[src/mf3_pkg.sv]
// Shared types and constants for the 3x3 RGB median filter.
// Used by the line buffer, median lanes, output queue and the top level.
`timescale 1ns / 1ps

package mf3_pkg;

    // Line store geometry
    localparam int MAX_WIDTH  = 1024;
    localparam int MAX_HEIGHT = 4096;
    localparam int LB_AW      = $clog2(MAX_WIDTH);

    // Field and register widths
    localparam int COL_W      = 10;
    localparam int ROW_W      = 12;
    localparam int FW_W       = 11;
    localparam int FH_W       = 13;
    localparam int CFG_IDX_W  = 1;
    localparam int CFG_DATA_W = 13;

    localparam logic [FW_W-1:0] WIDTH_RESET  = FW_W'(640);
    localparam logic [FH_W-1:0] HEIGHT_RESET = FH_W'(480);

    // Configuration register indexes
    localparam logic [CFG_IDX_W-1:0] CFG_FRAME_WIDTH  = CFG_IDX_W'(0);
    localparam logic [CFG_IDX_W-1:0] CFG_FRAME_HEIGHT = CFG_IDX_W'(1);

    // Window and pipeline
    localparam int WIN_N       = 9;
    localparam int FLY_STAGES  = 4;
    localparam int Q_DEPTH     = 8;
    localparam int Q_AW        = $clog2(Q_DEPTH);
    localparam int Q_CW        = $clog2(Q_DEPTH + 1);

    // Pixel packing: alpha[31:24] blue[23:16] green[15:8] red[7:0]
    typedef logic [31:0] t_pix;
    typedef logic [WIN_N-1:0][31:0] t_win;
    typedef logic [WIN_N-1:0][7:0]  t_lane_win;

    typedef struct packed {
        logic             valid;
        logic             has_int;
        logic             has_bord;
        logic [COL_W-1:0] col;
        logic [ROW_W-1:0] row;
        t_pix             pix;
    } t_meta;

endpackage

[src/mf3_out_queue.sv]
// Merge of lane medians with pixel metadata, result queue and beat sequencer.
// Each queue entry holds up to two results: interior median, then border pixel.
// Depends on mf3_pkg.
`timescale 1ns / 1ps

module mf3_out_queue
    import mf3_pkg::*;
(
    input  logic             i_clk,
    input  logic             i_rst_n,
    input  logic             i_push,
    input  t_meta            i_meta,
    input  logic [7:0]       i_alpha,
    input  logic [7:0]       i_med_r,
    input  logic [7:0]       i_med_g,
    input  logic [7:0]       i_med_b,
    input  logic             i_out_stall,
    output logic [Q_CW-1:0]  o_count,
    output logic             o_out_valid,
    output logic [7:0]       o_red_out,
    output logic [7:0]       o_green_out,
    output logic [7:0]       o_blue_out,
    output logic [7:0]       o_alpha_out,
    output logic [COL_W-1:0] o_out_col,
    output logic [ROW_W-1:0] o_out_row,
    output logic             o_filtered,
    output logic             o_last_of_run
);

    typedef struct packed {
        logic             has_int;
        logic             has_bord;
        logic [COL_W-1:0] col;
        logic [ROW_W-1:0] row;
        t_pix             pix;
        logic [7:0]       med_r;
        logic [7:0]       med_g;
        logic [7:0]       med_b;
        logic [7:0]       alpha;
    } t_entry;

    t_entry          r_q [Q_DEPTH];
    t_entry          w_new;
    t_entry          w_head;
    logic [Q_AW-1:0] r_wp;
    logic [Q_AW-1:0] r_rp;
    logic [Q_CW-1:0] r_count;
    logic [Q_CW-1:0] n_count;
    logic            r_phase;
    logic            w_show_int;
    logic            w_beat;
    logic            w_pop;

    always_comb begin
        w_new.has_int  = i_meta.has_int;
        w_new.has_bord = i_meta.has_bord;
        w_new.col      = i_meta.col;
        w_new.row      = i_meta.row;
        w_new.pix      = i_meta.pix;
        w_new.med_r    = i_med_r;
        w_new.med_g    = i_med_g;
        w_new.med_b    = i_med_b;
        w_new.alpha    = i_alpha;
    end

    always_ff @(posedge i_clk) begin
        if (i_push) begin
            r_q[r_wp] <= w_new;
        end
    end

    assign w_head     = r_q[r_rp];
    assign w_show_int = w_head.has_int && !r_phase;

    assign o_out_valid   = (r_count != '0);
    assign o_red_out     = w_show_int ? w_head.med_r : w_head.pix[7:0];
    assign o_green_out   = w_show_int ? w_head.med_g : w_head.pix[15:8];
    assign o_blue_out    = w_show_int ? w_head.med_b : w_head.pix[23:16];
    assign o_alpha_out   = w_show_int ? w_head.alpha : w_head.pix[31:24];
    assign o_out_col     = w_show_int ? w_head.col - COL_W'(1) : w_head.col;
    assign o_out_row     = w_show_int ? w_head.row - ROW_W'(1) : w_head.row;
    assign o_filtered    = w_show_int;
    assign o_last_of_run = w_show_int ? !w_head.has_bord : 1'b1;

    assign w_beat = o_out_valid && !i_out_stall;
    assign w_pop  = w_beat && o_last_of_run;

    always_comb begin
        n_count = r_count;
        if (i_push && !w_pop) begin
            n_count = r_count + Q_CW'(1);
        end else if (!i_push && w_pop) begin
            n_count = r_count - Q_CW'(1);
        end
    end

    always_ff @(posedge i_clk) begin
        if (!i_rst_n) begin
            r_wp    <= '0;
            r_rp    <= '0;
            r_count <= '0;
            r_phase <= 1'b0;
        end else begin
            r_count <= n_count;
            if (i_push) begin
                r_wp <= r_wp + Q_AW'(1);
            end
            if (w_pop) begin
                r_rp    <= r_rp + Q_AW'(1);
                r_phase <= 1'b0;
            end else if (w_beat) begin
                r_phase <= 1'b1;
            end
        end
    end

    assign o_count = r_count;

endmodule

[config.mk]
export PLATFORM = sky130hd
export DESIGN_NAME = mf3_out_queue
export DESIGN_NICKNAME = d
export VERILOG_FILES = /design/src/mf3_pkg.sv /design/src/mf3_out_queue.sv
export SDC_FILE = /design/constraint.sdc
export NUM_CORES = 1
export LEC_CHECK = 0
export BUFFER_PORTS_ARGS = -buffer_cell sky130_fd_sc_hd__buf_4
export CELL_PAD_IN_SITES_DETAIL_PLACEMENT = 1
export CELL_PAD_IN_SITES_GLOBAL_PLACEMENT = 2
export CORE_AREA = 3 3 256 258
export CTS_CLUSTER_DIAMETER = 200
export DETAILED_ROUTE_END_ITERATION = 16
export DIE_AREA = 0 0 259 261
export PLACE_DENSITY = 0.76
export SETUP_SLACK_MARGIN = 0.1
export SYNTH_ARGS = -nofsm -noshare
export SYNTH_HDL_FRONTEND = slang
export SYNTH_SLANG_ARGS = --single-unit
[constraint.sdc]
create_clock -name i_clk -period 7.9 [get_ports i_clk]
set_input_delay 1.58 -clock i_clk [delete_from_list [all_inputs] [get_ports i_clk]]
set_output_delay 1.58 -clock i_clk [all_outputs]
set_load 0.005 [all_outputs]
==> key figures, run 1 <==
Status
  • Status: complete, no violations

Pwr
  • Sw Pwr: 2.43 mW
  • Gate power share: 0.205
  • Reg power frac: 0.445
  • Clock network fraction of total power: 0.350
  • Internal power: around 7.5 mW
  • PD cells: just over 300 nW/um2
  • Sw Share: 0.246
  • Worst vdd ir: around 0.19 mV
  • Leakage power total: ~10 nW

Timing
  • Slew HR: 0.244
  • Final hold violation count: 0
  • Slew at the pin closest to its max-slew limit: roughly 1100 ps
  • Setup TNS: 0 ps
  • Minimum clock period: between 5000 and 6000 ps
  • Period utilization: 0.700
  • Pins Over Slew Limit: 0
  • RSZ-0062 raised after global routing: false
  • Final Setup Violations: 0
  • Fmax: about 0.18 GHz
  • Setup Skew: roughly 19 ps

CTS
  • Post-CTS Setup Bufs: 0
  • Post-cts repair resize count: 0
  • Skew-Pair Late Insertion Delay: about 610 ps
  • TritonCTS clock tree: done
  • CTS Sinks: around 720
  • CTS max path bufs: 3
  • H-tree levels: 3
  • Num CTS Buffers: 75
  • Cts-stage hold buffer count: 0
  • Clk slew on worst S/H paths: 60 ps
  • Clock Tree Root: clkbuf_16

Yosys
  • Unique masters post-synth: 48
  • Share of the synthesized area in the top cell type: 0.762
  • Register bit total from synthesis: around 720
  • Area leader, netlist: edfxtp_1
  • Synth Cell Area: between 20000 and 30000 um2
  • Main area contributors after synthesis: edfxtp_1 76%, mux4_2 16%, dfxtp_1 1.0%
  • Syn Area/Cell: 24.4 um2
  • Sequential share of the synthesized area: 0.772
  • Synth Warn #: 0
  • Post-Syn Nets: approximately 1200
  • Post-Syn Instances: around 1100

Floorplan
  • Row Count: slightly above 90
  • I/O pin total: about 150
  • CORE AREA: between 60000 and 70000 um2
  • Die H: between 200 and 300 um
  • Die width: about 260 um
  • Die area: 67600 um2
  • Initial Util: 0.439

Route
  • Final ANT Viol Nets: 0
  • TritonRoute pass-1 iters: 5
  • Total number of vias: between 10000 and 15000
  • DRC: 0
  • WL/cell: approximately 26 um
  • Via density: about 5.5
  • Final WL: 58.1 mm
  • DR iter-0 viols: a little under 800

Global routing
  • First-pass GRT wire length: 87.3 mm
  • Initial antenna violation count: 1
  • Gr ovfl total: 0
  • Global-route total usage across every layer: 0.175
  • Pin count of the biggest net entering global routing: approximately 110
  • Number of global-route vias before repair: between 10000 and 15000

Worst hold path
  • Hold_sp: r_rp[2]
  • Hold path depth: 2
  • Hold Path Class: flop to flop

Finish
  • Layout net count: 1439
  • Layout cell share with drive strength beyond 1: 0.371
  • Fin cells: 2244
  • Fill count: ~5400
  • Layout area overhead: 16.6%
  • Final Core Density: 0.512

Place
  • Gp weighted congestion: approximately 0.69
  • Dpl cells: 2107
  • Hpwl dp: 30.9 mm
  • PortBufs: ~150

Setup path
  • Critical Path Fanout Max: between 40 and 50
  • Register-to-Register Path Depth: 13
  • Worst setup EP type: output pin
  • Startpoint Class: flop
  • Worst setup path category: flop to output pin
  • Crit path arrival time: ~4000 ps
  • Worst EP required: about 6300 ps

Job
  • Max Cap Violations: 0
## metrics by stage
step	hold slack [ps]	power [mW]	instance area (um2)	setup WS [ps]
5_1_grt	530	10.3	32300	2140
3_5_place_dp	475	6.57	29900	2860
3_3_place_gp	455	6.53	29900	2870
4_1_cts	486	10.1	32300	2190
2_1_floorplan	449	5.86	27700	1990
6_report	472	9.89	32300	2370
## synthesized netlist by cell type (all sizes together)
library cell / number
edfxtp: 704
mux4: 208
buf: 33
mux2i: 26
clkbuf: 19
xnor2: 17
nor2: 15
dfxtp: 14
nand2: 14
nor3: 14
xor2: 9
ha: 7
inv: 7
and2: 6
nand2b: 6
nand3: 5
o21ai: 5
nor2b: 4
nand4: 3
a21boi: 2
a21oi: 2
nor3b: 2
nor4: 2
or3: 2
a21o: 1
a22oi: 1
and2b: 1
and3: 1
fa: 1
mux2: 1
nand3b: 1
o21bai: 1
o22ai: 1
o311ai: 1
o32ai: 1
or2: 1
## routing by layer
metal / up-vias / part of all wire / GRT usage
li1: 5293 / - / -
met1: 6696 / 0.41 / 0.223
met2: 236 / 0.53 / 0.309
met3: 63 / 0.043 / 0.0339
met4: 2 / 0.015 / 0.0473
met5: - / 0.00022 / 0
## critical path, stage by stage (launching register included)
cell,delay (ps)
dfxtp_4,830
buf_4,700
mux4_2,410
mux2i_1,440
nand4_2,240
nor3_2,370
xnor2_1,180
buf_4,140
## final timing paths
check,to,slack [ps]
setup / recovery,o_out_col[9],2370
hold / removal,flop,470
setup reg to reg,o_count[3],4100
hold reg to reg,flop,470
## cell usage in the layout (no fill, tap or decap), types with 3 or more instances in the layout
cell / instances
edfxtp_1: 704
mux4_2: 201
buf_4: 173
clkbuf_16: 77
clkinv_1: 19
mux2i_1: 17
xnor2_1: 17
nand2_1: 14
clkinv_2: 11
clkbuf_1: 11
dfxtp_1: 11
nor2_1: 9
xor2_1: 9
inv_1: 7
nor3_1: 7
mux4_1: 7
ha_1: 7
bufinv_16: 7
nand2b_1: 6
mux2i_2: 6
nor2_4: 6
and2_1: 6
nor3_2: 5
o21ai_0: 5
nor2b_1: 4
nand3_1: 3
mux2i_4: 3
dfxtp_4: 3
inv_6: 3
clkinv_4: 3
clkbuf_8: 3
## power groups by stage
| stage | Combinational (mW) | Sequential (mW) | Clock (mW) |
|---|---|---|---|
| floorplan | 1.44 | 4.42 | 0 |
| global placement | 2.06 | 4.48 | 0 |
| detailed placement | 2.08 | 4.48 | 0 |
| CTS | 2.09 | 4.41 | 3.56 |
| global route | 2.21 | 4.42 | 3.71 |
| finish | 2.03 | 4.40 | 3.46 |
## logic make-up after synthesis
logic type | after synthesis | share of synthesized area
flip-flops | 718 | 0.772
multiplexers | 235 | 0.182
AND/OR/NAND/NOR | 77 | 0.0171
buffers and inverters | 59 | 0.0123
XOR/XNOR | 26 | 0.00821
AO/OA/AOI/OAI | 15 | 0.00429
adder cells (fa/ha/maj) | 8 | 0.00388
## registers in the layout, indices dropped and copies added (netlist names), named ones only
name     flops
r_q        704
r_rp         3
o_count      4
r_wp         3
r_phase      1
## final cells by class
class,instances,area [um2],area share
timing repair buffer,175,1340,0.0414
clock buffer,91,2010,0.0622
antenna,1,2.50,0.0000774
clock inverter,45,422,0.0130
multi-input combinational,361,6040,0.187
sequential,718,21400,0.663
tap,846,1060,0.0327
inverter,7,26.3,0.000813
Power figures use the tool's default switching activity.
==> run 2, diff against run 1 <==
--- a/config.mk
+++ b/config.mk
@@ -8,11 +8,11 @@
 export BUFFER_PORTS_ARGS = -buffer_cell sky130_fd_sc_hd__buf_4
 export CELL_PAD_IN_SITES_DETAIL_PLACEMENT = 1
 export CELL_PAD_IN_SITES_GLOBAL_PLACEMENT = 2
-export CORE_AREA = 3 3 256 258
+export CORE_AREA = 3 3 253 255
 export CTS_CLUSTER_DIAMETER = 200
 export DETAILED_ROUTE_END_ITERATION = 16
-export DIE_AREA = 0 0 259 261
-export PLACE_DENSITY = 0.76
+export DIE_AREA = 0 0 256 258
+export PLACE_DENSITY = 0.75
 export SETUP_SLACK_MARGIN = 0.1
 export SYNTH_ARGS = -nofsm -noshare
 export SYNTH_HDL_FRONTEND = slang
==> constraint.sdc (replaced) <==
create_clock -name i_clk -period 5.4 [get_ports i_clk]
set_input_delay 1.08 -clock i_clk [delete_from_list [all_inputs] [get_ports i_clk]]
set_output_delay 1.08 -clock i_clk [all_outputs]
set_load 0.005 [all_outputs]
==> run 2 against run 1 <==
  * Sequential cell count is the same
  * Final area is 0.89% higher
  * Worst hold slack improved by 27 ps
  * Register-to-register slack worse by 2500 ps
  * Largest power group unchanged
  * Final cell count is 0.13% lower
==> key figures, run 2 (same netlist as run 1, synthesis figures left out) <==
Global routing
  • GR Util met1: 0.229
  • First-pass GRT wire length: slightly below 90 mm
  • M2 GR Usage: 0.320
  • GRT Max-Usage Layer: met2
  • Gr ovfl total: 0
  • Number of global-route vias before repair: ~14000
  • GR met3 Demand/Resource: 0.0372
  • Pin count of the biggest net entering global routing: 76
  • Initial antenna violation count: 3
  • Global-route total usage across every layer: 0.180

Route
  • Final ANT Viol Nets: 0
  • Via density: 5.50
  • DRC: 0
  • Final WL: approximately 58 mm
  • DR iter-0 viols: a little over 800
  • TritonRoute pass-1 iters: 5
  • WL/cell: approximately 26 um
  • Total number of vias: 12300

Job
  • Max Cap Violations: 0

Setup path
  • Buf+Inv Stages, Crit Path: 1
  • CP peak stage delay: about 940 ps
  • Worst setup EP type: output pin
  • Startpoint Class: flop
  • Slowest CP cell: dfxtp_4
  • Worst setup path category: flop to output pin
  • Critical Path Fanout Max: 52
  • CP top delay family: multiplexers
  • Cell chain of the critical path: mux4_2 > mux2i_1 > ha_1 > nand2_1 > nor3b_1 > xnor2_1 > buf_4
  • Crit path arrival time: roughly 3700 ps
  • Worst EP required: approximately 4300 ps

Timing
  • Minimum clock period: approximately 4800 ps
  • Final hold violation count: 0
  • Final Setup Violations: 0
  • Setup Skew: 26.0 ps
  • Setup TNS: 0 ps
  • RSZ-0062 raised after global routing: false
  • Fmax: between 0.2 and 0.25 GHz
  • Period utilization: 0.883
  • Slew at the pin closest to its max-slew limit: between 1000 and 1500 ps
  • Slew HR: 0.289
  • Hold WS: 499 ps
  • Pins Over Slew Limit: 0
  • PnR worst setup slack: ~630 ps

Place
  • Hpwl dp: around 32 mm
  • Gp weighted congestion: between 0.6 and 0.7
  • Dpl cells: between 2000 and 2500
  • Dpl ws: approximately 1100 ps
  • Dpl cell area: 30000 um2
  • PortBufs: 152

CTS
  • Num CTS Buffers: 75
  • CTS max path bufs: 3
  • Post-CTS Setup Bufs: 0
  • Post-cts repair resize count: 0
  • Cts-stage hold buffer count: 0
  • TritonCTS clock tree: done
  • Skew-Pair Late Insertion Delay: between 600 and 700 ps
  • H-tree levels: 3
  • Clock Tree Root: clkbuf_16
  • CTS Sinks: approximately 720
  • Clk slew on worst S/H paths: 60 ps

Floorplan
  • Initial Util: 0.449
  • I/O pin total: 154
  • CORE AREA: between 60000 and 70000 um2
  • Die area: roughly 66000 um2
  • Row Count: between 90 and 100
  • Die width: 256 um
  • Die H: roughly 260 um

Pwr
  • PD cells: approximately 460 nW/um2
  • Total power: approximately 15 mW
  • Worst vdd ir: ~0.30 mV
  • Leakage power total: roughly 10 nW

Worst hold path
  • Hold Path Class: flop to flop

Finish
  • Layout net count: between 1000 and 1500
  • Fin area: ~33000 um2
  • Most frequent cells in the layout: 704 x edfxtp_1, 201 x mux4_2, 172 x buf_4
  • Final Core Density: 0.528
  • Largest register by flop count: r_q
  • Commonest non-fill, non-tap cell in the layout: edfxtp_1
  • Fin cells: 2241
  • Layout cell share with drive strength beyond 1: 0.378
  • Max reg flops: slightly above 700
  • Layout area overhead: 17.6%

Status
  • Status: complete, no violations
==> run 2: cell type report <==
class	instances	area, um2
Fill cell	5262	29200
Antenna cell	1	2.50
Timing Repair Buffer	180	1450
Tap cell	837	1050
Inverter	7	26.3
Sequential cell	718	21400
Clock buffer	86	1980
Clock inverter	51	636
Multi-Input combinational cell	361	6040
==> run 2: power by group <==
part | switching, mW | internal, mW | leakage, nW | total (mW)
registers | 0.178 | 6.29 | 6.51 | 6.47
clock network | 2.10 | 3.32 | 1.28 | 5.41
logic | 1.31 | 1.65 | 2.47 | 2.96
==> run 2: path summary, 6_finish.rpt <==
check             depth (start not counted)  slack, ps            to     from
hold / removal                            2        500          flop  r_rp[2]
setup / recovery                          7        630  o_out_row[6]     flop
hold reg to reg                           2        500          flop  r_rp[2]
setup reg to reg                         13       1630    o_count[3]     flop
==> run 2: metal layers <==
layer	routed length, um	part of all wire
met1	23800	0.41
met2	30700	0.53
met3	2780	0.048
met4	970	0.017
met5	34	0.00058
==> run 2: tightest hold or removal path, delay by kind of cell, from the launching register on <==
kind | cells | cell delay [ps]
flops | 1 | 310
mux | 1 | 80
simple gates | 1 | 50
