**src/mf3_pkg.sv**
```systemverilog
// Shared types and constants for the 3x3 RGB median filter.
// Used by the line buffer, median lanes, output queue and the top level.
`timescale 1ns / 1ps

package mf3_pkg;

    // Line store geometry
    localparam int MAX_WIDTH  = 1024;
    localparam int MAX_HEIGHT = 4096;
    localparam int LB_AW      = $clog2(MAX_WIDTH);

    // Field and register widths
    localparam int COL_W      = 10;
    localparam int ROW_W      = 12;
    localparam int FW_W       = 11;
    localparam int FH_W       = 13;
    localparam int CFG_IDX_W  = 1;
    localparam int CFG_DATA_W = 13;

    localparam logic [FW_W-1:0] WIDTH_RESET  = FW_W'(640);
    localparam logic [FH_W-1:0] HEIGHT_RESET = FH_W'(480);

    // Configuration register indexes
    localparam logic [CFG_IDX_W-1:0] CFG_FRAME_WIDTH  = CFG_IDX_W'(0);
    localparam logic [CFG_IDX_W-1:0] CFG_FRAME_HEIGHT = CFG_IDX_W'(1);

    // Window and pipeline
    localparam int WIN_N       = 9;
    localparam int FLY_STAGES  = 4;
    localparam int Q_DEPTH     = 8;
    localparam int Q_AW        = $clog2(Q_DEPTH);
    localparam int Q_CW        = $clog2(Q_DEPTH + 1);

    // Pixel packing: alpha[31:24] blue[23:16] green[15:8] red[7:0]
    typedef logic [31:0] t_pix;
    typedef logic [WIN_N-1:0][31:0] t_win;
    typedef logic [WIN_N-1:0][7:0]  t_lane_win;

    typedef struct packed {
        logic             valid;
        logic             has_int;
        logic             has_bord;
        logic [COL_W-1:0] col;
        logic [ROW_W-1:0] row;
        t_pix             pix;
    } t_meta;

endpackage

```
**src/mf3_med_lane.sv**
```systemverilog
// One color lane: median of nine 8-bit values, two register stages.
// Sort columns, then max of lows / median of mids / min of highs.
// Depends on mf3_pkg.
`timescale 1ns / 1ps

module mf3_med_lane
    import mf3_pkg::*;
(
    input  logic       i_clk,
    input  t_lane_win  i_win,
    output logic [7:0] o_med
);

    function automatic logic [7:0] f_min(input logic [7:0] a, input logic [7:0] b);
        return (a < b) ? a : b;
    endfunction

    function automatic logic [7:0] f_max(input logic [7:0] a, input logic [7:0] b);
        return (a < b) ? b : a;
    endfunction

    function automatic logic [7:0] f_med3(input logic [7:0] a, input logic [7:0] b,
                                          input logic [7:0] c);
        return f_max(f_min(a, b), f_min(f_max(a, b), c));
    endfunction

    logic [2:0][7:0] r_lo;
    logic [2:0][7:0] r_md;
    logic [2:0][7:0] r_hi;
    logic [7:0]      r_max_lo;
    logic [7:0]      r_med_md;
    logic [7:0]      r_min_hi;

    always_ff @(posedge i_clk) begin
        for (int j = 0; j < 3; j++) begin
            r_lo[j] <= f_min(f_min(i_win[j], i_win[3+j]), i_win[6+j]);
            r_md[j] <= f_med3(i_win[j], i_win[3+j], i_win[6+j]);
            r_hi[j] <= f_max(f_max(i_win[j], i_win[3+j]), i_win[6+j]);
        end
    end

    always_ff @(posedge i_clk) begin
        r_max_lo <= f_max(f_max(r_lo[0], r_lo[1]), r_lo[2]);
        r_med_md <= f_med3(r_md[0], r_md[1], r_md[2]);
        r_min_hi <= f_min(f_min(r_hi[0], r_hi[1]), r_hi[2]);
    end

    assign o_med = f_med3(r_max_lo, r_med_md, r_min_hi);

endmodule

```
**config.mk**
```make
export PLATFORM = sky130hd
export DESIGN_NAME = mf3_med_lane
export DESIGN_NICKNAME = d
export VERILOG_FILES = /design/src/mf3_pkg.sv /design/src/mf3_med_lane.sv
export SDC_FILE = /design/constraint.sdc
export NUM_CORES = 1
export LEC_CHECK = 0
export BUFFER_PORTS_ARGS = -buffer_cell sky130_fd_sc_hd__buf_2
export CORE_MARGIN = 1
export CORE_UTILIZATION = 48
export DETAILED_ROUTE_END_ITERATION = 12
export MAX_ROUTING_LAYER = met4
export PLACE_DENSITY = 0.79
export SLEW_MARGIN = 20
export SYNTH_ARGS = -nofsm -noshare
export SYNTH_HDL_FRONTEND = slang
export SYNTH_SLANG_ARGS = --single-unit
```
**constraint.sdc**
```tcl
create_clock -name i_clk -period 5.9 [get_ports i_clk]
set_input_delay 1.18 -clock i_clk [delete_from_list [all_inputs] [get_ports i_clk]]
set_output_delay 1.18 -clock i_clk [all_outputs]
set_load 0.1 [all_outputs]
```
==> results of run 1 <==
## metal layers
metal | vias to the layer above | GRT usage [%] | wire [microns]
met3 | 50 | 4.53 | 1140
li1 | 4084 | - | -
met4 | 0 | 9.49 | 743
met2 | 236 | 44.3 | 11300
met5 | - | - | 0
met1 | 3844 | 33.2 | 10700
## timing repair
item                                    CTS  global route
endpoints found under the setup margin    8            24
pin swaps                                18            10
gates resized for setup                  21            31
endpoints found under the hold margin     0             0
buffers inserted                         12             1
cloned                                    0             2
## layout by cell type (no fill, tap or decap), types with 10 or more instances in the layout
| master | n |
|---|---|
| dfxtp_1 | 93 |
| inv_1 | 134 |
| nand4_1 | 16 |
| o21ai_0 | 43 |
| nand2_1 | 86 |
| buf_2 | 73 |
| mux2_2 | 34 |
| a21oi_1 | 70 |
| buf_12 | 12 |
| buf_4 | 97 |
| a21o_1 | 23 |
| mux2_1 | 17 |
| mux2i_4 | 10 |
| o21ai_1 | 58 |
| ha_1 | 145 |
| mux2i_1 | 45 |
| nor3_1 | 11 |
| a211oi_1 | 11 |
| o21a_1 | 10 |
| nor2_1 | 78 |
## stage by stage
stage,hold WS (ns),worst slack (ns),setup TNS (ns)
after CTS,0.478,-0.117,-0.826
after global routing,0.486,-0.404,-3.20
after detailed placement,0.464,-0.242,-4.26
after floorplan,0.440,-0.269,-2.01
final,0.476,-0.192,-1.37
after global placement,0.464,-0.123,-1.69
## cells by family (layout without fill, tap and decap cells)
group | Yosys count | in the layout | share of synthesized area (%)
AO/OA/AOI/OAI | 280 | 280 | 20.7
adder cells (fa/ha/maj) | 154 | 154 | 22.4
buffers and inverters | 161 | 337 | 7.32
flip-flops | 96 | 96 | 22.4
multiplexers | 119 | 119 | 14.7
other | 0 | 1 | 0
AND/OR/NAND/NOR | 239 | 240 | 12.4
## area by class of cell
cell class | count | area share, %
inverters | 135 | 4.67
clock buffers | 12 | 2.36
diodes | 1 | 0.0230
clock inverters | 4 | 0.703
repair buffers | 186 | 12.7
flip-flops and latches | 96 | 17.7
multi-input cells | 793 | 59.2
well taps | 225 | 2.59
## state kept, by name (all words and copies together) (netlist names)
name and flops:
r_hi 24, r_lo 24, r_md 24, r_max_lo 8, r_med_md 8, r_min_hi 8
## worst max-delay path, cell delays in order (launching register included)
cell and delay [ns]:
dfxtp_2 0.35, inv_2 0.05, ha_4 0.21, a21o_1 0.15
a21o_1 0.17, a21oi_1 0.12, o31a_1 0.22, buf_4 0.14
mux2_4 0.31, ha_4 0.22, a21o_1 0.15, a21o_1 0.17
a21o_1 0.19, nor2_2 0.16, a21oi_4 0.06, buf_6 0.15
buf_4 0.13, mux2i_2 0.15, ha_1 0.28, nand4_1 0.10
or2_4 0.26, o21ai_4 0.17, buf_12 0.19, mux2i_4 0.27
buf_12 0.20
## worst min path at each step
| stage | startpoint | end | slack [ns] | depth (start not counted) |
|---|---|---|---|---|
| after detailed placement | r_lo[19] | r_max_lo[3] | 0.46 | 1 |
| after global routing | r_lo[22] | r_max_lo[6] | 0.49 | 1 |
| after floorplan | r_lo[16] | r_max_lo[0] | 0.44 | 1 |
| final | r_lo[22] | r_max_lo[6] | 0.48 | 1 |
| after CTS | r_lo[22] | r_max_lo[6] | 0.48 | 1 |
| after global placement | r_lo[19] | r_max_lo[3] | 0.46 | 1 |
==> impl_results.md, run 1 <==
* Post-synth EDFFs at 0
* Synthesized flop and latch total at 96
* F_max at 164 MHz
* Final min period at 6.09 ns
* Final worst path period share at 103%
* I/O pins at 81
* CP startpoint kind: flop
* Number of global-route vias before repair at around 7.9k
* Via density at approximately 5.7
* CP Max Fanout at 8
* Critical path endpoint: o_med[2]
* Via Count at 8214
* CTS Sinks at 96
* Fin nets at 1448
* Distinct cells, synth at 62
* Multi-input gate area at 6430 sq um
* Drt drc at 0
* Die area at 18400 sq um
* First-pass DRT Iterations at 6
* Number of buffers created by CTS at 9
* Design area at 10900 sq um
* CTS Hold Bufs at 0
* Status: complete, but fails checks
* Antenna-violating nets left at 0
* Worst reg2reg path endpoint: r_med_md[6]
* Worst-case clock buffer depth at 2
* Cell Count, Final, Fillers Out at approximately 1.5k
* Sequential area share after synthesis at 22.4%
* Core ar. at roughly 17000 sq um
* Async SR Flop Fraction at 0%
* RR Startpoint: r_md[5]
* Post-Syn Instances at 1049
* DRT iter0 DRCs at 538
* Main flop type after synthesis: dfxtp_1
* Largest net degree at the start of global routing at 33
* Reg2Reg Depth at 20
* Finished Core Util at 62.6%
* Final Hold Vio Count at 0
* Critical Path RT at about 4.7 ns
* Failing checks: negative setup slack
* CTS tree: yes
* Final setup violation count at 8
* Mean Syn Cell Area at 8.18 sq um
* Placed cell count at approximately 1.4k
* Worst endpoint data arrival time at 4.91 ns
* Worst setup startpoint: r_med_md[5]
* Nature of the critical path endpoint: output pin
* Routed wire length at 23.9 mm
* Pins over their slew limit at 0
* GP Congestion at between 1 and 1.5
* Max_cap viols at 0
* Share of the synthesized area in the top cell type at 22.4%
* Syn-to-layout area delta at 26.5%
* Port bufs at 80
* Clock transition at the registers of the reported paths at 0.07 ns
* Initial antenna violation count at 1
* RSZ-0062 raised after global routing: true
* Initial Util at 49.5%
* Worst Skew at 0.00755 ns
* # fillers at 1378
* Post-Syn Nets at 1276
* Clock root cell: clkbuf_16
* Post-route setup slack at -0.192 ns
* HPWL Detailed at 19.2 mm
* Htree depth at 3
* Slew Limit Headroom at 33.9%
* Std-Cell Rows at 48
* Layout cell share with drive strength beyond 1 at 25.4%
* Gr ovfl total at 0
* WS Path Type: reg -> out
* Mapped Area at 8580 sq um
* R2r setup slk at 0.52 ns
* GRT Total Usage at 27.0%
* Latest clock arrival within the worst-skew pair at 0.35 ns
* YS warnings at 0
* Count leader, synth: ha_1
* DIE WIDTH at 136 microns
* Global-route wire length before repair at 37.9 mm
* Slew @ Worst Pin at 0.987 ns
* Avg WL per Cell at 16.5 microns
* DP Area at between 10000 and 15000 sq um
* Cell taking the most area after synthesis: ha_1
* Worst hold path type: reg -> reg
* Die height at 136 microns
* Commonest cells in the synthesized netlist: 154 x ha_1, 135 x inv_1, 96 x dfxtp_1
* Largest cells by area after synthesis: ha_1 22%, dfxtp_1 22%, mux2i_1 7.3%
* Total area of sequential cells at 1930 sq um
Power of run 1 is left out: the tool's default activity adds up to more than one toggle a clock period on the data nets, which glitch-free logic cannot reach.
==> inputs of run 2 (changes only) <==
Settings changed: CORE_UTILIZATION 48 to 55, PLACE_DENSITY 0.79 to 0.88.
==> run 2 against run 1 <==
Against the previous run: the flow still finishes with violations (negative setup slack); cell count shrank 1.4%; clock-buffer cell count shrank 3; sequential cell count is the same; critical path depth shrank 1; design area grew 0.29%; global-route usage grew 4.9 points; sequential share of layout area is essentially flat; non-clock buffer count grew 17; setup slack lost 0.093 ns; fmax shrank 1.5%; largest cell class unchanged.
==> impl_results.md, run 2 (synthesized netlist as in run 1, its figures left out) <==
* Nature of the critical path endpoint: output pin
* DP Area at 10100 sq um (-0.42%)
* Layout cell share with drive strength beyond 1 at 26.3% (+0.94 points)
* DRT iter0 DRCs at 557 (+3.5%)
* Via density at 5.93 (+4.9%)
* Hold_ws at 0.501 ns (+0.0243 ns)
* Die area at 16100 sq um (-13%)
* Leading cell type in the layout, fill and taps excluded: ha_1
* Clock transition at the registers of the reported paths at 0.07 ns (about the same)
* Worst hold path type: reg -> reg
* Gr ovfl total at 0 (unchanged)
* # fillers at 987 (-28%)
* Largest net degree at the start of global routing at 23 (-30%)
* Slew @ Worst Pin at 1.02 ns (+0.0289 ns)
* CP Buf/Inv Count at 6 (unchanged)
* Htree depth at 3 (unchanged)
* CP startpoint kind: flop
* Number of buffers created by CTS at 9 (unchanged)
* Port bufs at 80 (unchanged)
* Final Hold Vio Count at 0 (unchanged)
* Crit-path most repeated cell: a21o_1
* Final setup violation count at 8 (unchanged)
* F_max at 162 MHz (-1.5%)
* Drt drc at 0 (unchanged)
* GRT Total Usage at 31.9% (+4.9 points)
* RSZ-0062 raised after global routing: true
* DIE WIDTH at 127 microns (-6.5%)
* Fin nets at 1465 (+1.2%)
* Sequence of cells on the critical path: inv_2, ha_4, a21o_1, a211oi_2, o31a_1, buf_6, mux2_4, ha_4, a21o_1, a21o_1, a21o_1, nor2_4, a21oi_4, buf_12, buf_6, mux2i_2, ha_1, nand4_1, or2_4, o21ai_4, buf_12, mux2i_4, buf_12
* Pins over their slew limit at 0 (unchanged)
* # diodes at 0 (-1)
* WS Path Type: reg -> out
* First-pass DRT Iterations at 6 (unchanged)
* Avg WL per Cell at 17.3 microns (+4.9%)
* Via Count at 8489 (+3.3%)
* Global-route wire length before repair at 40.1 mm (+5.9%)
* Critical Path RT at 4.72 ns (about the same)
* CTS tree: yes
* Setup WS pre-CTS at -0.273 ns (-0.0317 ns)
* I/O pins at 81 (unchanged)
* Final min period at 6.18 ns (+0.0926 ns)
* Slowest cell on crit path: dfxtp_2
* Std-Cell Rows at 45 (-6.3%)
* Initial Util at 56.5% (+7.0 points)
* Failing checks: negative setup slack
* Most frequent cells in the layout: 146 x ha_1, 133 x inv_1, 115 x buf_4
* Routed wire length at 24.7 mm (+3.4%)
* Core ar. at 15200 sq um (-12%)
* Slew Limit Headroom at 31.8% (-2.1 points)
* Critical Path Max Stage Delay at 0.34 ns (about the same)
* Post-route setup slack at -0.285 ns (-0.0926 ns)
* Initial antenna violation count at 0 (-1)
* Worst-case clock buffer depth at 2 (unchanged)
* Worst endpoint data arrival time at 5.00 ns (+0.09 ns)
* Clock root cell: clkbuf_16
* GP Congestion at 0.941 (-12%)
* Design area at 10900 sq um (+0.29%)
* Max_cap viols at 0 (unchanged)
* Antenna-violating nets left at 0 (unchanged)
* Syn-to-layout area delta at 26.9%
* Crit-path leading delay family: compound AO/OA/AOI/OAI gates
* CTS Sinks at 96 (unchanged)
* Status: complete, but fails checks
* Die height at 127 microns (-6.5%)
* CP Max Fanout at 6 (-2)
* Final worst path period share at 105% (+1.6 points)
* Number of global-route vias before repair at 8292 (+4.6%)
* Latest clock arrival within the worst-skew pair at 0.35 ns (about the same)
* Worst Skew at 0.0103 ns (+0.00277 ns)
* HPWL Detailed at 18.9 mm (-1.4%)
* Top flop regs: r_hi x24, r_lo x24, r_md x24
-- run 2: cell count changes in the layout (fill, tap and decap cells not counted), sizes merged --
cell | previous run | this run
bufinv | 2 | 0
nor2 | 84 | 83
diode | 1 | 0
clkbuf | 12 | 9
inv | 135 | 140
o21ai | 107 | 108
buf | 186 | 203
-- run 2: metrics by stage --
stage	TNS, ns	std cells	util, %
finish	-2.21	1431	71.6
global route	-4.45	1431	71.6
CTS	-1.49	1416	70.2
detailed placement	-5.28	1389	66.7
global placement	-1.17	1389	66.7
floorplan	-2.01	1049	-
-- run 2: per-layer routing --
| layer | up-vias | track usage, % | routed length (microns) |
|---|---|---|---|
| met5 | - | - | 0 |
| met4 | 0 | 13.9 | 1140 |
| met3 | 108 | 5.02 | 1600 |
| met2 | 358 | 54.6 | 11900 |
| met1 | 3900 | 36.9 | 10100 |
| li1 | 4123 | - | - |
-- run 2: final timing paths --
path | from | end | slack, ns | depth (start not counted)
setup / recovery | r_med_md[1] | o_med[1] | -0.28 | 23
hold / removal | r_lo[22] | r_max_lo[6] | 0.50 | 1
setup reg to reg | r_md[9] | r_med_md[7] | 0.24 | 24
hold reg to reg | r_lo[22] | r_max_lo[6] | 0.50 | 1
-- run 2: cell type report --
| type | instances | area (sq um) | area share (%) |
|---|---|---|---|
| Clock buffer | 9 | 225 | 2.07 |
| Clock inverter | 7 | 67.6 | 0.620 |
| Inverter | 135 | 507 | 4.65 |
| Multi-Input combinational cell | 793 | 6420 | 58.9 |
| Sequential cell | 96 | 1930 | 17.7 |
| Tap cell | 188 | 235 | 2.16 |
| Timing Repair Buffer | 203 | 1510 | 13.9 |
-- run 2: what timing repair did --
action | 4_1_cts | 5_1_grt
setup endpoints to repair | 8 | 40
gates cloned | 0 | 1
hold buffers | 0 | 0
hold endpoints to repair | 0 | 0
pin swaps | 25 | 14
setup buffers | 11 | 15
gates resized for setup | 30 | 20
Power of run 2 is left out for the same reason.
==> inputs of run 3 (changes only) <==
Settings changed: HOLD_SLACK_MARGIN set to 0.06, MAX_ROUTING_LAYER met4 to not set.
==> run 3 against run 2 <==
Against the previous run: first-iteration DRC count up 12%; largest cell class unchanged; hold slack worse by 0.015 ns; the run still ends with negative setup slack left; clock skew fell by 0.0026 ns; sequential share of layout area shrank 0.11 points; setup slack got worse by 0.13 ns; die area unchanged.
==> impl_results.md, run 3 (synthesized netlist as in run 1, its figures left out) <==
* Status: complete, but fails checks
* Failing checks: negative setup slack
* Pins over their slew limit at 0 (unchanged)
* CP Max Fanout at 4 (-2)
* CP startpoint kind: flop
* Final worst path period share at 107% (+2.2 points)
* DIE WIDTH at 127 microns (unchanged)
* Avg WL per Cell at 17.7 microns (+2.6%)
* DRT iter0 DRCs at 625 (+12%)
* Worst hold path type: reg -> reg
* Slew @ Worst Pin at 1.06 ns (+0.0438 ns)
* Global-route wire length before repair at 39.3 mm (-2.1%)
* # fillers at 993 (+0.61%)
* Worst Skew at 0.00773 ns (-0.00259 ns)
* First-pass DRT Iterations at 9 (+3)
* Layout cell share with drive strength beyond 1 at 26.5% (+0.20 points)
* Std-Cell Rows at 45 (unchanged)
* Latest clock arrival within the worst-skew pair at 0.36 ns (about the same)
* Slowest cell on crit path: dfxtp_2
* Gr ovfl total at 0 (unchanged)
* # diodes at 0 (unchanged)
* CTS Sinks at 96 (unchanged)
* Slew Limit Headroom at 28.9% (-2.9 points)
* Final Hold Vio Count at 0 (unchanged)
* Crit-path most repeated cell: buf_6
* Initial Util at 56.5% (unchanged)
* Clock root cell: clkbuf_16
* Critical Path Max Stage Delay at 0.34 ns (about the same)
* Port bufs at 80 (unchanged)
* CP Buf/Inv Count at 7 (+1)
* Antenna-violating nets left at 0 (unchanged)
* Number of buffers created by CTS at 9 (unchanged)
* Fin nets at 1463 (-0.14%)
* Worst-case clock buffer depth at 2 (unchanged)
* Final setup violation count at 8 (unchanged)
* Cell Count, Final, Fillers Out at 1429 (-0.14%)
* Die height at 127 microns (unchanged)
* Post-route setup slack at -0.415 ns (-0.130 ns)
* RSZ-0062 raised after global routing: true
* Largest net degree at the start of global routing at 33 (+43%)
* Leading cell type in the layout, fill and taps excluded: ha_1
* Via density at 6.00 (+1.1%)
* Critical Path RT at 4.72 ns (about the same)
* CTS Hold Bufs at 0 (unchanged)
* Die area at 16100 sq um (unchanged)
* WS Path Type: reg -> out
* Via Count at 8571 (+0.97%)
* Drt drc at 0 (unchanged)
* Syn-to-layout area delta at 27.6%
* Routed wire length at 25.3 mm (+2.4%)
* Clock transition at the registers of the reported paths at 0.07 ns (about the same)
* Setup WS pre-CTS at -0.321 ns (-0.0479 ns)
* Final min period at 6.31 ns (+0.130 ns)
* Number of global-route vias before repair at 8343 (+0.62%)
* HPWL Detailed at 19.1 mm (+0.99%)
* I/O pins at 81 (unchanged)
* GRT Total Usage at 30.7% (-1.2 points)
* Initial antenna violation count at 0 (unchanged)
* Placed cell count at 1382 (-0.50%)
* Most frequent cells in the layout: 145 x ha_1, 134 x inv_1, 109 x buf_4
* F_max at 158 MHz (-2.1%)
* Core ar. at 15200 sq um (unchanged)
* CTS tree: yes
* Worst endpoint data arrival time at 5.13 ns (+0.13 ns)
* Top flop regs: r_hi x24, r_lo x24, r_md x24
* Htree depth at 3 (unchanged)
* Crit-path leading delay family: compound AO/OA/AOI/OAI gates
* Nature of the critical path endpoint: output pin
* GP Congestion at 0.938 (-0.37%)
* Max_cap viols at 0 (unchanged)
## run 3: per-layer routing
| metal | wire, microns | GRT usage (%) |
|---|---|---|
| met4 | 1300 | 17.8 |
| met1 | 10100 | 34.3 |
| met2 | 12400 | 54.2 |
| met3 | 1510 | 6.33 |
| met5 | 0 | 0 |
## run 3: cell type report
class | instances | area, sq um | area share, %
repair buffers | 201 | 1500 | 13.7
multi-input cells | 793 | 6480 | 59.1
well taps | 188 | 235 | 2.15
clock buffers | 9 | 225 | 2.06
inverters | 135 | 507 | 4.63
clock inverters | 7 | 76.3 | 0.697
flip-flops and latches | 96 | 1930 | 17.6
## run 3: stage by stage
step	instance area (sq um)	setup TNS, ns	hold slack [ns]	util [%]
after floorplan	8760	-2.01	0.440	-
after global placement	10100	-0.994	0.460	66.4
after detailed placement	10100	-5.38	0.474	66.4
after CTS	10600	-3.11	0.480	69.9
after global routing	11000	-5.33	0.514	72.0
final	11000	-2.77	0.485	72.0
## run 3: worst paths after layout
kind / to / slack, ns / start / depth (start not counted)
worst max register to register: r_med_md[6] / 0.32 / r_md[9] / 22
worst max-delay path: o_med[5] / -0.41 / r_med_md[5] / 27
worst min-delay path: r_min_hi[4] / 0.49 / r_hi[20] / 2
worst min register to register: r_min_hi[4] / 0.49 / r_hi[20] / 2
## run 3: what timing repair did
item / 4_1_cts / 5_1_grt
resized for setup: 26 / 39
hold endpoints to repair: 0 / 0
buffers inserted: 14 / 18
cloned: 0 / 1
endpoints found under the setup margin: 8 / 31
pin swaps: 17 / 21
## run 3: worst min-delay path, delay by kind of cell, from the launching register on
| kind | cells | cell delay, ns |
|---|---|---|
| flip-flops | 1 | 0.30 |
| buffers and inverters | 1 | 0.07 |
| AO/OA/AOI/OAI | 1 | 0.07 |
Power of run 3 is left out for the same reason.
